### src/rtl/core/tvsp_pkg.sv
// shared types and constants of the two-voice sample player
`default_nettype none

package tvsp_pkg;

  localparam int FIELD_W    = 16;
  localparam int SAMPLE_W   = 8;
  localparam int MIX_OFFSET = 128;

  typedef enum logic [1:0] {
    OP_TICK  = 2'd0,
    OP_START = 2'd1,
    OP_STOP  = 2'd2,
    OP_WRITE = 2'd3
  } op_t;

  // control group from the sequencer to the voice state
  typedef struct packed {
    logic adv;    // advance the selected voice
    logic sel;    // voice being advanced
    logic start;  // start item accepted
    logic stop;   // stop item accepted
  } vctl_t;

endpackage

`default_nettype wire

### src/rtl/core/tvsp_mix.sv
// saturating two-voice mixer with registered result
`default_nettype none

module tvsp_mix (
  input  wire logic                          clk,
  input  wire logic                          rst_n,
  input  wire logic                          pend,
  input  wire logic [tvsp_pkg::SAMPLE_W-1:0] byte0,
  input  wire logic                          use0,
  input  wire logic [tvsp_pkg::SAMPLE_W-1:0] byte1,
  input  wire logic                          use1,
  input  wire logic [1:0]                    act,
  output logic                               out_valid,
  output logic      [tvsp_pkg::SAMPLE_W-1:0] out_dac_sample,
  output logic                               out_voice_one_active,
  output logic                               out_voice_two_active
);
  import tvsp_pkg::*;

  logic [SAMPLE_W-1:0] b0g, b1g;
  logic [SAMPLE_W:0]   sum, adj;
  logic [SAMPLE_W-1:0] dac;

  assign b0g = use0 ? byte0 : '0;
  assign b1g = use1 ? byte1 : '0;
  assign sum = {1'b0, b0g} + {1'b0, b1g};

  always_comb begin
    adj = sum;
    if (act[0] && act[1]) begin
      if (sum < (SAMPLE_W + 1)'(MIX_OFFSET)) begin
        adj = '0;
      end else begin
        adj = sum - (SAMPLE_W + 1)'(MIX_OFFSET);
      end
    end
    dac = adj[SAMPLE_W] ? '1 : adj[SAMPLE_W-1:0];
  end

  always_ff @(posedge clk) begin
    if (!rst_n) begin
      out_valid <= 1'b0;
    end else begin
      out_valid <= pend;
    end
    out_dac_sample       <= dac;
    out_voice_one_active <= act[0];
    out_voice_two_active <= act[1];
  end

endmodule

`default_nettype wire

### config.mk
export PLATFORM = sky130hd
export DESIGN_NAME = tvsp_mix
export DESIGN_NICKNAME = d
export VERILOG_FILES = /design/src/rtl/core/tvsp_pkg.sv /design/src/rtl/core/tvsp_mix.sv
export SDC_FILE = /design/constraint.sdc
export NUM_CORES = 1
export LEC_CHECK = 0
export BUFFER_PORTS_ARGS = -buffer_cell sky130_fd_sc_hd__buf_2
export CAP_MARGIN = 20
export CORE_AREA = 4 4 54 56
export DETAILED_ROUTE_END_ITERATION = 10
export DIE_AREA = 0 0 58 60
export PLACE_DENSITY = 0.69
export SYNTH_ARGS = -nofsm -noshare
export SYNTH_HDL_FRONTEND = slang
export SYNTH_SLANG_ARGS = --single-unit
### constraint.sdc
create_clock -name clk -period 5.85 [get_ports clk]
set_input_delay 0.585 -clock clk [delete_from_list [all_inputs] [get_ports clk]]
set_output_delay 0.585 -clock clk [all_outputs]
set_load 0.005 [all_outputs]
==> run summary <==
- finished, final reports clean — result of the run
- 0 — count of hold-fix buffers inserted at cts
- 35 — Distinct cells, synth
- flop — nature of the critical path endpoint
- 0 ns — final-layout setup total negative slack
- 0.266 — sequential area share after synthesis
- 11 — clock sinks
- 158 — nets@finish
- 26.0% — area growth from synthesis to layout
- 0.07 ns — clock slew at the register clock pins of the worst setup and hold paths
- 0.479 ns — worst hold margin
- 0.118 — GRT Overall Usage
- 1 — total number of H-tree levels
- 0.420 ns — transition at the pin with the smallest max-transition slack
- 1020 um^2 — area of placed instances
- input port — nature of the critical path startpoint
- dfxtp_1 — primary flip-flop cell chosen by synthesis mapping
- 0.517 nW — total leakage power
- 0 — post-route antenna net violation count
- 17 x and2_1, 11 x dfxtp_1, 8 x ha_1, 6 x a21o_1, 5 x a21oi_1 — top cell types by occurrence after synthesis
- dfxtp_1 27%, and2_1 13%, ha_1 12%, a21o_1 5.4%, a221oi_4 3.2% — cell types with the largest area share after synthesis
- 10 — pin count of the biggest net entering global routing
- no — RSZ-0062 raised after global routing
- clkbuf_4 — clock tree root driver cell
- 2430 um^2 — area of the placeable core
- 2.57 ns — shortest period the worst path allows
- input port to flop — class of the tightest hold or removal check
- 90 — number of instances in the synthesized netlist
- 9.20 um^2 — Mean Syn Cell Area
- 0 — number of gates given a new drive strength after cts
- 5.08 — routed vias/inst
- 786 — vias in the first global route
- 34 — I/O pin count
- 4 — detailed-routing iteration count for the pre-antenna-repair pass
- 0.389 GHz — Achievable Freq
- 0.266 — top-area cell type share of the netlist area
- 3480 um^2 — Total Die Area
- 256 — Fillers
- 0.341 — initial cell density of the core
- 5.99 ns — critical path data required time
- 0.336 — layout cells sized above 1
- 33 — input/output buffers
- 3 — Num CTS Buffers
- 3260 um — global-route wire length before repair
- 14 — drt initial violations
- 196 nW/um^2 — power density normalized to cell area
- 0 — number of pins with negative max-slew slack in the final report
- input port to flop — class of the most critical setup path
- 828 um^2 — cell area after synthesis
- 1040 um^2 — final instance area
- 1860 um — final wirelength
- 122 — net count after synthesis
- 0.118 mV — IR Drop Worst-Case VDD
- 0.820 — global placement routability congestion
- 18 — standard-cell row count
- built — CTS tree
- 58 um — Die Width
- and2_1 — most instantiated library cell after synthesis
- 0 — antenna violations before repair
- 11 — register bit count reported by yosys
- 0 — share of synthesized flip-flops with an asynchronous set or reset
- 60 um — Die Y-Extent
- 1580 um — post-detailed-placement half-perimeter wirelength
- 2 — Max clock buf depth
- 0 — post-CTS setup-driven buffer insertion count
- 0 — number of synthesized flops with an enable pin
- 12.0 um — wire length per cell
- 0.439 — share of the clock period used by the worst path
- dfxtp_1 — top cell type by total area after synthesis
- 0 — Maximum Capacitance Violations
- 0 — antenna diode instance count
- 8 — largest driver fanout on the critical path
- 2.71 ns — Critical Path AT
- 0 — Synth Warn #
- 0.718 — headroom to the max-slew limit
- 0 — total count of hold-check failures in the final report
- 0 — Overflow after GRT
- 787 — number of vias in the routed layout
- 0 — final-report setup violation count
- 0 — count of unresolved DRC violations after routing
-- routing by layer --
| metal | share of wire | global-route usage | up-vias |
|---|---|---|---|
| li1 | - | - | 402 |
| met1 | 0.44 | 0.142 | 352 |
| met2 | 0.48 | 0.208 | 29 |
| met3 | 0.066 | 0.0173 | 4 |
| met4 | 0.0075 | 0.0497 | 0 |
| met5 | 0 | 0 | - |
-- registers in the layout (all words and copies together) (netlist names) --
name                  cells
out_valid                 1
out_dac_sample            8
out_voice_two_active      1
out_voice_one_active      1
-- worst max-delay path: stages --
cell and delay (ns):
buf_2 0.13, and2_1 0.14, ha_1 0.22, fa_1 0.40, a21oi_1 0.19, o21bai_1 0.15, a221oi_4 0.38, nor4_4 0.12
or3_1 0.38
-- power by group --
group | leakage [nW] | switching, mW | internal (mW)
logic | 0.407 | 0.0337 | 0.0347
registers | 0.0925 | 0.00208 | 0.0861
clock network | 0.0177 | 0.0227 | 0.0252
total | 0.517 | 0.0585 | 0.146
-- path summary, 6_finish.rpt --
check	from	endpoint	slack (ns)	cells after the start
max	use0	out_dac_sample[5]$_SDFF_PP1_	3.28	9
min	act[1]	out_voice_two_active$_DFF_P_	0.48	1
-- area by class of cell --
cell class	count	area, um^2	area share
multi-input cells	75	586	0.561
flip-flops and latches	11	220	0.211
repair buffers	33	165	0.158
well taps	30	37.5	0.0360
clock buffers	3	22.5	0.0216
inverters	2	7.51	0.00719
clock inverters	1	5.00	0.00480
-- cell usage in the layout, fill, tap and decap left out, types with 2 or more instances in the layout --
cell type and n:
o21ai_0 2, a21o_1 6, o21a_1 3, xnor2_1 2, nor2_1 4, buf_2 33, and2_1 17, xor2_1 2
ha_1 8, a21oi_1 5, inv_1 2, clkbuf_4 3, nand2_1 4, dfxtp_1 11, nand3_1 2
-- through the flow --
step,setup slack [ns],instances,total power [mW],util
finish,3.28,155,0.204,0.429
global route,3.17,155,0.221,0.429
CTS,3.29,155,0.207,0.429
detailed placement,3.01,151,0.159,0.418
global placement,3.10,151,0.156,0.418
floorplan,3.31,90,0.133,-
-- logic make-up (layout without fill, tap and decap cells) --
family	count (synthesis)	in the layout	synth area share
flip-flops	11	11	0.266
XOR/XNOR	4	4	0.0423
AO/OA/AOI/OAI	26	26	0.248
AND/OR/NAND/NOR	36	36	0.272
adder cells (fa/ha/maj)	9	9	0.145
buffers and inverters	4	39	0.0272
Note: power is estimated with default switching activity, not from simulation.
