--- config.mk ---
export PLATFORM = sky130hd
export DESIGN_NAME = tvsp_voices
export DESIGN_NICKNAME = d
export VERILOG_FILES = /design/src/rtl/core/tvsp_pkg.sv /design/src/rtl/core/tvsp_voices.sv
export SDC_FILE = /design/constraint.sdc
export NUM_CORES = 1
export LEC_CHECK = 0
export BUFFER_PORTS_ARGS = -buffer_cell sky130_fd_sc_hd__buf_2
export CORE_MARGIN = 10
export CORE_UTILIZATION = 40
export CTS_CLUSTER_DIAMETER = 60
export CTS_CLUSTER_SIZE = 16
export DETAILED_ROUTE_END_ITERATION = 16
export PLACE_DENSITY = 0.63
export SLEW_MARGIN = 30
export SYNTH_ARGS = -nofsm -noshare
export SYNTH_HDL_FRONTEND = slang
export SYNTH_SLANG_ARGS = --single-unit
--- constraint.sdc ---
create_clock -name clk -period 8.1 [get_ports clk]
set_input_delay 0.405 -clock clk [delete_from_list [all_inputs] [get_ports clk]]
set_output_delay 0.405 -clock clk [all_outputs]
set_load 0.03 [all_outputs]
--- src/rtl/core/tvsp_pkg.sv ---
// shared types and constants of the two-voice sample player
`default_nettype none

package tvsp_pkg;

  localparam int FIELD_W    = 16;
  localparam int SAMPLE_W   = 8;
  localparam int MIX_OFFSET = 128;

  typedef enum logic [1:0] {
    OP_TICK  = 2'd0,
    OP_START = 2'd1,
    OP_STOP  = 2'd2,
    OP_WRITE = 2'd3
  } op_t;

  // control group from the sequencer to the voice state
  typedef struct packed {
    logic adv;    // advance the selected voice
    logic sel;    // voice being advanced
    logic start;  // start item accepted
    logic stop;   // stop item accepted
  } vctl_t;

endpackage

`default_nettype wire

--- src/rtl/core/tvsp_voices.sv ---
// voice state of both voices with one shared advance unit
`default_nettype none

module tvsp_voices #(
  parameter int ADDR_BITS = 16
) (
  input  wire logic                  clk,
  input  wire logic                  rst_n,
  input  wire tvsp_pkg::vctl_t       ctl,
  input  wire logic [ADDR_BITS-1:0]  start_addr,
  input  wire logic [ADDR_BITS-1:0]  start_end,
  input  wire logic                  start_rep,
  output logic      [ADDR_BITS-1:0]  rd_addr,
  output logic                       sel_playing,
  output logic      [1:0]            playing
);
  import tvsp_pkg::*;

  localparam int POS_W = ADDR_BITS + 1;

  logic [1:0]           playing_r, playing_nxt;
  logic [1:0]           loops_r,   loops_nxt;
  logic [POS_W-1:0]     pos_r     [2];
  logic [POS_W-1:0]     pos_nxt   [2];
  logic [ADDR_BITS-1:0] end_r     [2];
  logic [ADDR_BITS-1:0] end_nxt   [2];
  logic [ADDR_BITS-1:0] lstart_r  [2];
  logic [ADDR_BITS-1:0] lstart_nxt[2];

  logic [POS_W-1:0] pos_inc;
  logic             at_end;
  logic             dup;
  logic             tgt;
  logic             take;

  assign pos_inc = pos_r[ctl.sel] + POS_W'(1);
  assign at_end  = (pos_inc >= {1'b0, end_r[ctl.sel]});
  assign dup     = (playing_r[0] && (end_r[0] == start_end)) ||
                   (playing_r[1] && (end_r[1] == start_end));
  assign tgt     = playing_r[0];
  assign take    = ctl.start && !dup;

  assign rd_addr     = pos_r[ctl.sel][ADDR_BITS-1:0];
  assign sel_playing = playing_r[ctl.sel];
  assign playing     = playing_r;

  always_comb begin
    playing_nxt = playing_r;
    loops_nxt   = loops_r;
    pos_nxt     = pos_r;
    end_nxt     = end_r;
    lstart_nxt  = lstart_r;
    if (ctl.adv && playing_r[ctl.sel]) begin
      pos_nxt[ctl.sel] = pos_inc;
      if (at_end) begin
        if (loops_r[ctl.sel]) begin
          pos_nxt[ctl.sel] = {1'b0, lstart_r[ctl.sel]};
        end else begin
          playing_nxt[ctl.sel] = 1'b0;
        end
      end
    end
    if (ctl.stop) begin
      end_nxt   = '{default: '0};
      loops_nxt = '0;
    end
    if (take) begin
      pos_nxt[tgt]     = {1'b0, start_addr};
      end_nxt[tgt]     = start_end;
      lstart_nxt[tgt]  = start_addr;
      loops_nxt[tgt]   = start_rep;
      playing_nxt[tgt] = 1'b1;
    end
  end

  always_ff @(posedge clk) begin
    if (!rst_n) begin
      playing_r <= '0;
      loops_r   <= '0;
      pos_r     <= '{default: '0};
      end_r     <= '{default: '0};
      lstart_r  <= '{default: '0};
    end else begin
      playing_r <= playing_nxt;
      loops_r   <= loops_nxt;
      pos_r     <= pos_nxt;
      end_r     <= end_nxt;
      lstart_r  <= lstart_nxt;
    end
  end

  // a start that is taken leaves its voice playing
  a_start_plays: assert property (@(posedge clk) disable iff (!rst_n)
    take |=> playing_r[$past(tgt)])
    else $error("started voice not playing");

endmodule

`default_nettype wire

==> metrics.yaml <==
status: "completed"
numCtsBuffers: 9
rsz0062_at_grt: "no"
finClkSkew_ns: 0.0111
routed_wl_um: 16400
wl_per_cell_um: 18.2
worst_pin_slew_ns: 0.911
slew_viol_final: 0
grt-ovfl-total: 0
io_pins: 58
synth_nets: 743
design.die.area_mm2: 0.0196
grt_pass1_wl_um: 26600
areaGrowthSynthToFinish_pct: 10.9
synth_area_mm2: 0.00575
cts_resized: 0
cts.sinks: 102
ys_ff_latch: 102
synth_mux_area_frac: 0.120
end_kind: "flip-flop"
drtAntennaViolNets: 0
dr.pass1.iters: 5
maxSlewHeadroom: 0.392
ys.flop_type: "dfxtp_1"
synth-edff-count: 0
cts_tree: "yes"
synth_top_family_by_area: "simple AND/OR/NAND/NOR gates"
portBuffers: 57
synthAdderAreaFrac: 0.0370
cts_hold_buf: 0
dr.first_iter.drc_count: 428
grt_max_degree: 100
synth_compound_area_frac: 0.163
post-cts-setup-buffers: 0
grt_pass1_vias: 5001
tns_ns: 0
hold_violations: 0
seq_area_frac_synth: 0.355
reg2reg_slack_ns: 3.63
startpoint_type: "input port"
fin_crit_sh: 0.599
routed_via_density: 5.69
fin_nets: 771
critPathMaxFanout: 45
die_x_um: 140
postSynthCellCount: 687
clk_pin_slew_ns: 0.07
num_vias: 5108
p_per_area_mw_per_mm2: 184
worst_ep_required_time_ns: 8.32
drive_gt1_frac: 0.134
period_minus_slack_ns: 4.85
die_height_um: 140
power.leakage_uw: 0.00272
ctsHtreeMaxLevel: 3
setup_violations: 0
dp_hpwl_um: 11400
initial_core_util: 0.411
worstHoldPathType: "input port to flip-flop"
drc: 0
synth-simple-area-share: 0.195
drv_cap: 0
gr-usage-all-layers: 0.165
ys.warnings.count: 0
row_count: 43
core_area_mm2: 0.0140
critical_path_class: "input port to flip-flop"
cp.arrival_ns: 5.06
timing.fmax_mhz: 206
synth_cell_type_count: 48
place_congestion: 0.870
clk_path_buf_depth: 2
peakVddDrop_mv: 0.116
avgSynthCellArea_um2: 8.37
synth-xor-area-share: 0.0739
antenna_cells: 0
async_flop_share: 0
antenna_found_initial: 0
fin_util: 0.456
worst_skew_pair.late_latency_ns: 0.37
cts-root-buf: "clkbuf_16"
-- worst max-delay path: stages --
cell	delay (ns)
buf_2	0.38
buf_4	0.49
mux2i_1	0.22
inv_1	0.11
ha_1	0.20
inv_1	0.07
a211oi_2	0.38
and3_1	0.28
nand3_1	0.10
xnor2_1	0.34
ha_1	0.33
o21a_1	0.12
o21a_1	0.17
o311ai_0	0.11
o211ai_1	0.29
o21bai_4	0.17
buf_4	0.47
mux2i_1	0.26
o22ai_1	0.09
-- cell type report --
class                           count  area (µm²)
Fill cell                        1400        7610
Multi-Input combinational cell    511        3410
Sequential cell                   102        2040
Timing Repair Buffer               64         342
Clock buffer                       13         250
Tap cell                          180         225
Inverter                           27         101
Clock inverter                      1        7.51
-- state kept, by name, summed over array words and instances (netlist names) --
| name | flops |
|---|---|
| pos_r | 34 |
| end_r | 32 |
| lstart_r | 32 |
| loops_r | 2 |
| playing | 2 |
-- metal layers --
metal / wire [µm] / vias to the layer above / track usage
li1: - / 2481 / -
met1: 7330 / 2480 / 0.203
met2: 8030 / 127 / 0.275
met3: 672 / 20 / 0.0281
met4: 344 / 0 / 0.0701
met5: 0 / - / 0
-- cells by family (layout without fill, tap and decap cells) --
logic type,count (synthesis),in the layout
and+or+nand+nor,232,232
AOI/OAI and AO/OA,148,148
DFF,102,102
buffers and inverters,74,105
muxes,68,68
xor gates and xnor gates,46,46
adders and majority gates,17,17
-- synth_stat cells, types with 8 or more instances --
library cell    n  area, µm²
nand2_1        66        248
a22oi_1        14        105
nand4_1        15       93.8
nor2b_1        19        119
nand3b_1       19        143
ha_1           17        213
clkbuf_1       32        120
a21oi_1        73        365
nand3_1        40        200
o221ai_1       15        131
xnor2_1        37        324
o22ai_1        15       93.8
buf_2           8       40.0
dfxtp_1       102       2040
inv_1          26       97.6
mux2_2         10        113
mux2i_1        58        581
nor2_1         57        214
-- final timing paths --
path,startpoint,end,cells after the start
setup reg to reg,pos_r[0],pos_r[7],17
hold / removal,start_addr[8],lstart_r[24],3
setup / recovery,ctl[2],pos_r[7],19
hold reg to reg,lstart_r[18],lstart_r[18],2
-- through the flow --
step | instances | total power (µW) | hold WS [ns] | area, µm² | setup WS [ns]
after global placement | 884 | 776 | 0.444 | 6120 | 3.23
final | 898 | 1180 | 0.295 | 6380 | 3.25
after global routing | 898 | 1230 | 0.308 | 6380 | 2.86
after floorplan | 687 | 712 | 0.432 | 5750 | 4.24
after CTS | 898 | 1180 | 0.295 | 6380 | 3.29
after detailed placement | 884 | 782 | 0.447 | 6120 | 2.92
-- cell usage in the layout (no fill, tap or decap), drive strengths merged, types with 3 or more instances in the layout --
cell type    n
clkbuf      13
dfxtp      102
xor2         6
nand4       15
nand3       40
a211oi       5
ha          17
mux2i       58
buf         64
o22ai       15
and2         5
mux2        10
nand2       66
and3         3
o21ai        7
nor3         4
nor2b       19
xnor2       40
nor2        57
a21oi       73
inv         27
o221ai      15
a22oi       14
nand3b      19
-- where the power goes --
part	internal (µW)	switching, µW
Sequential	527	20.1
Clock	214	191
Combinational	83.1	142
Total	824	352
Note: power is estimated with default switching activity, not from simulation.
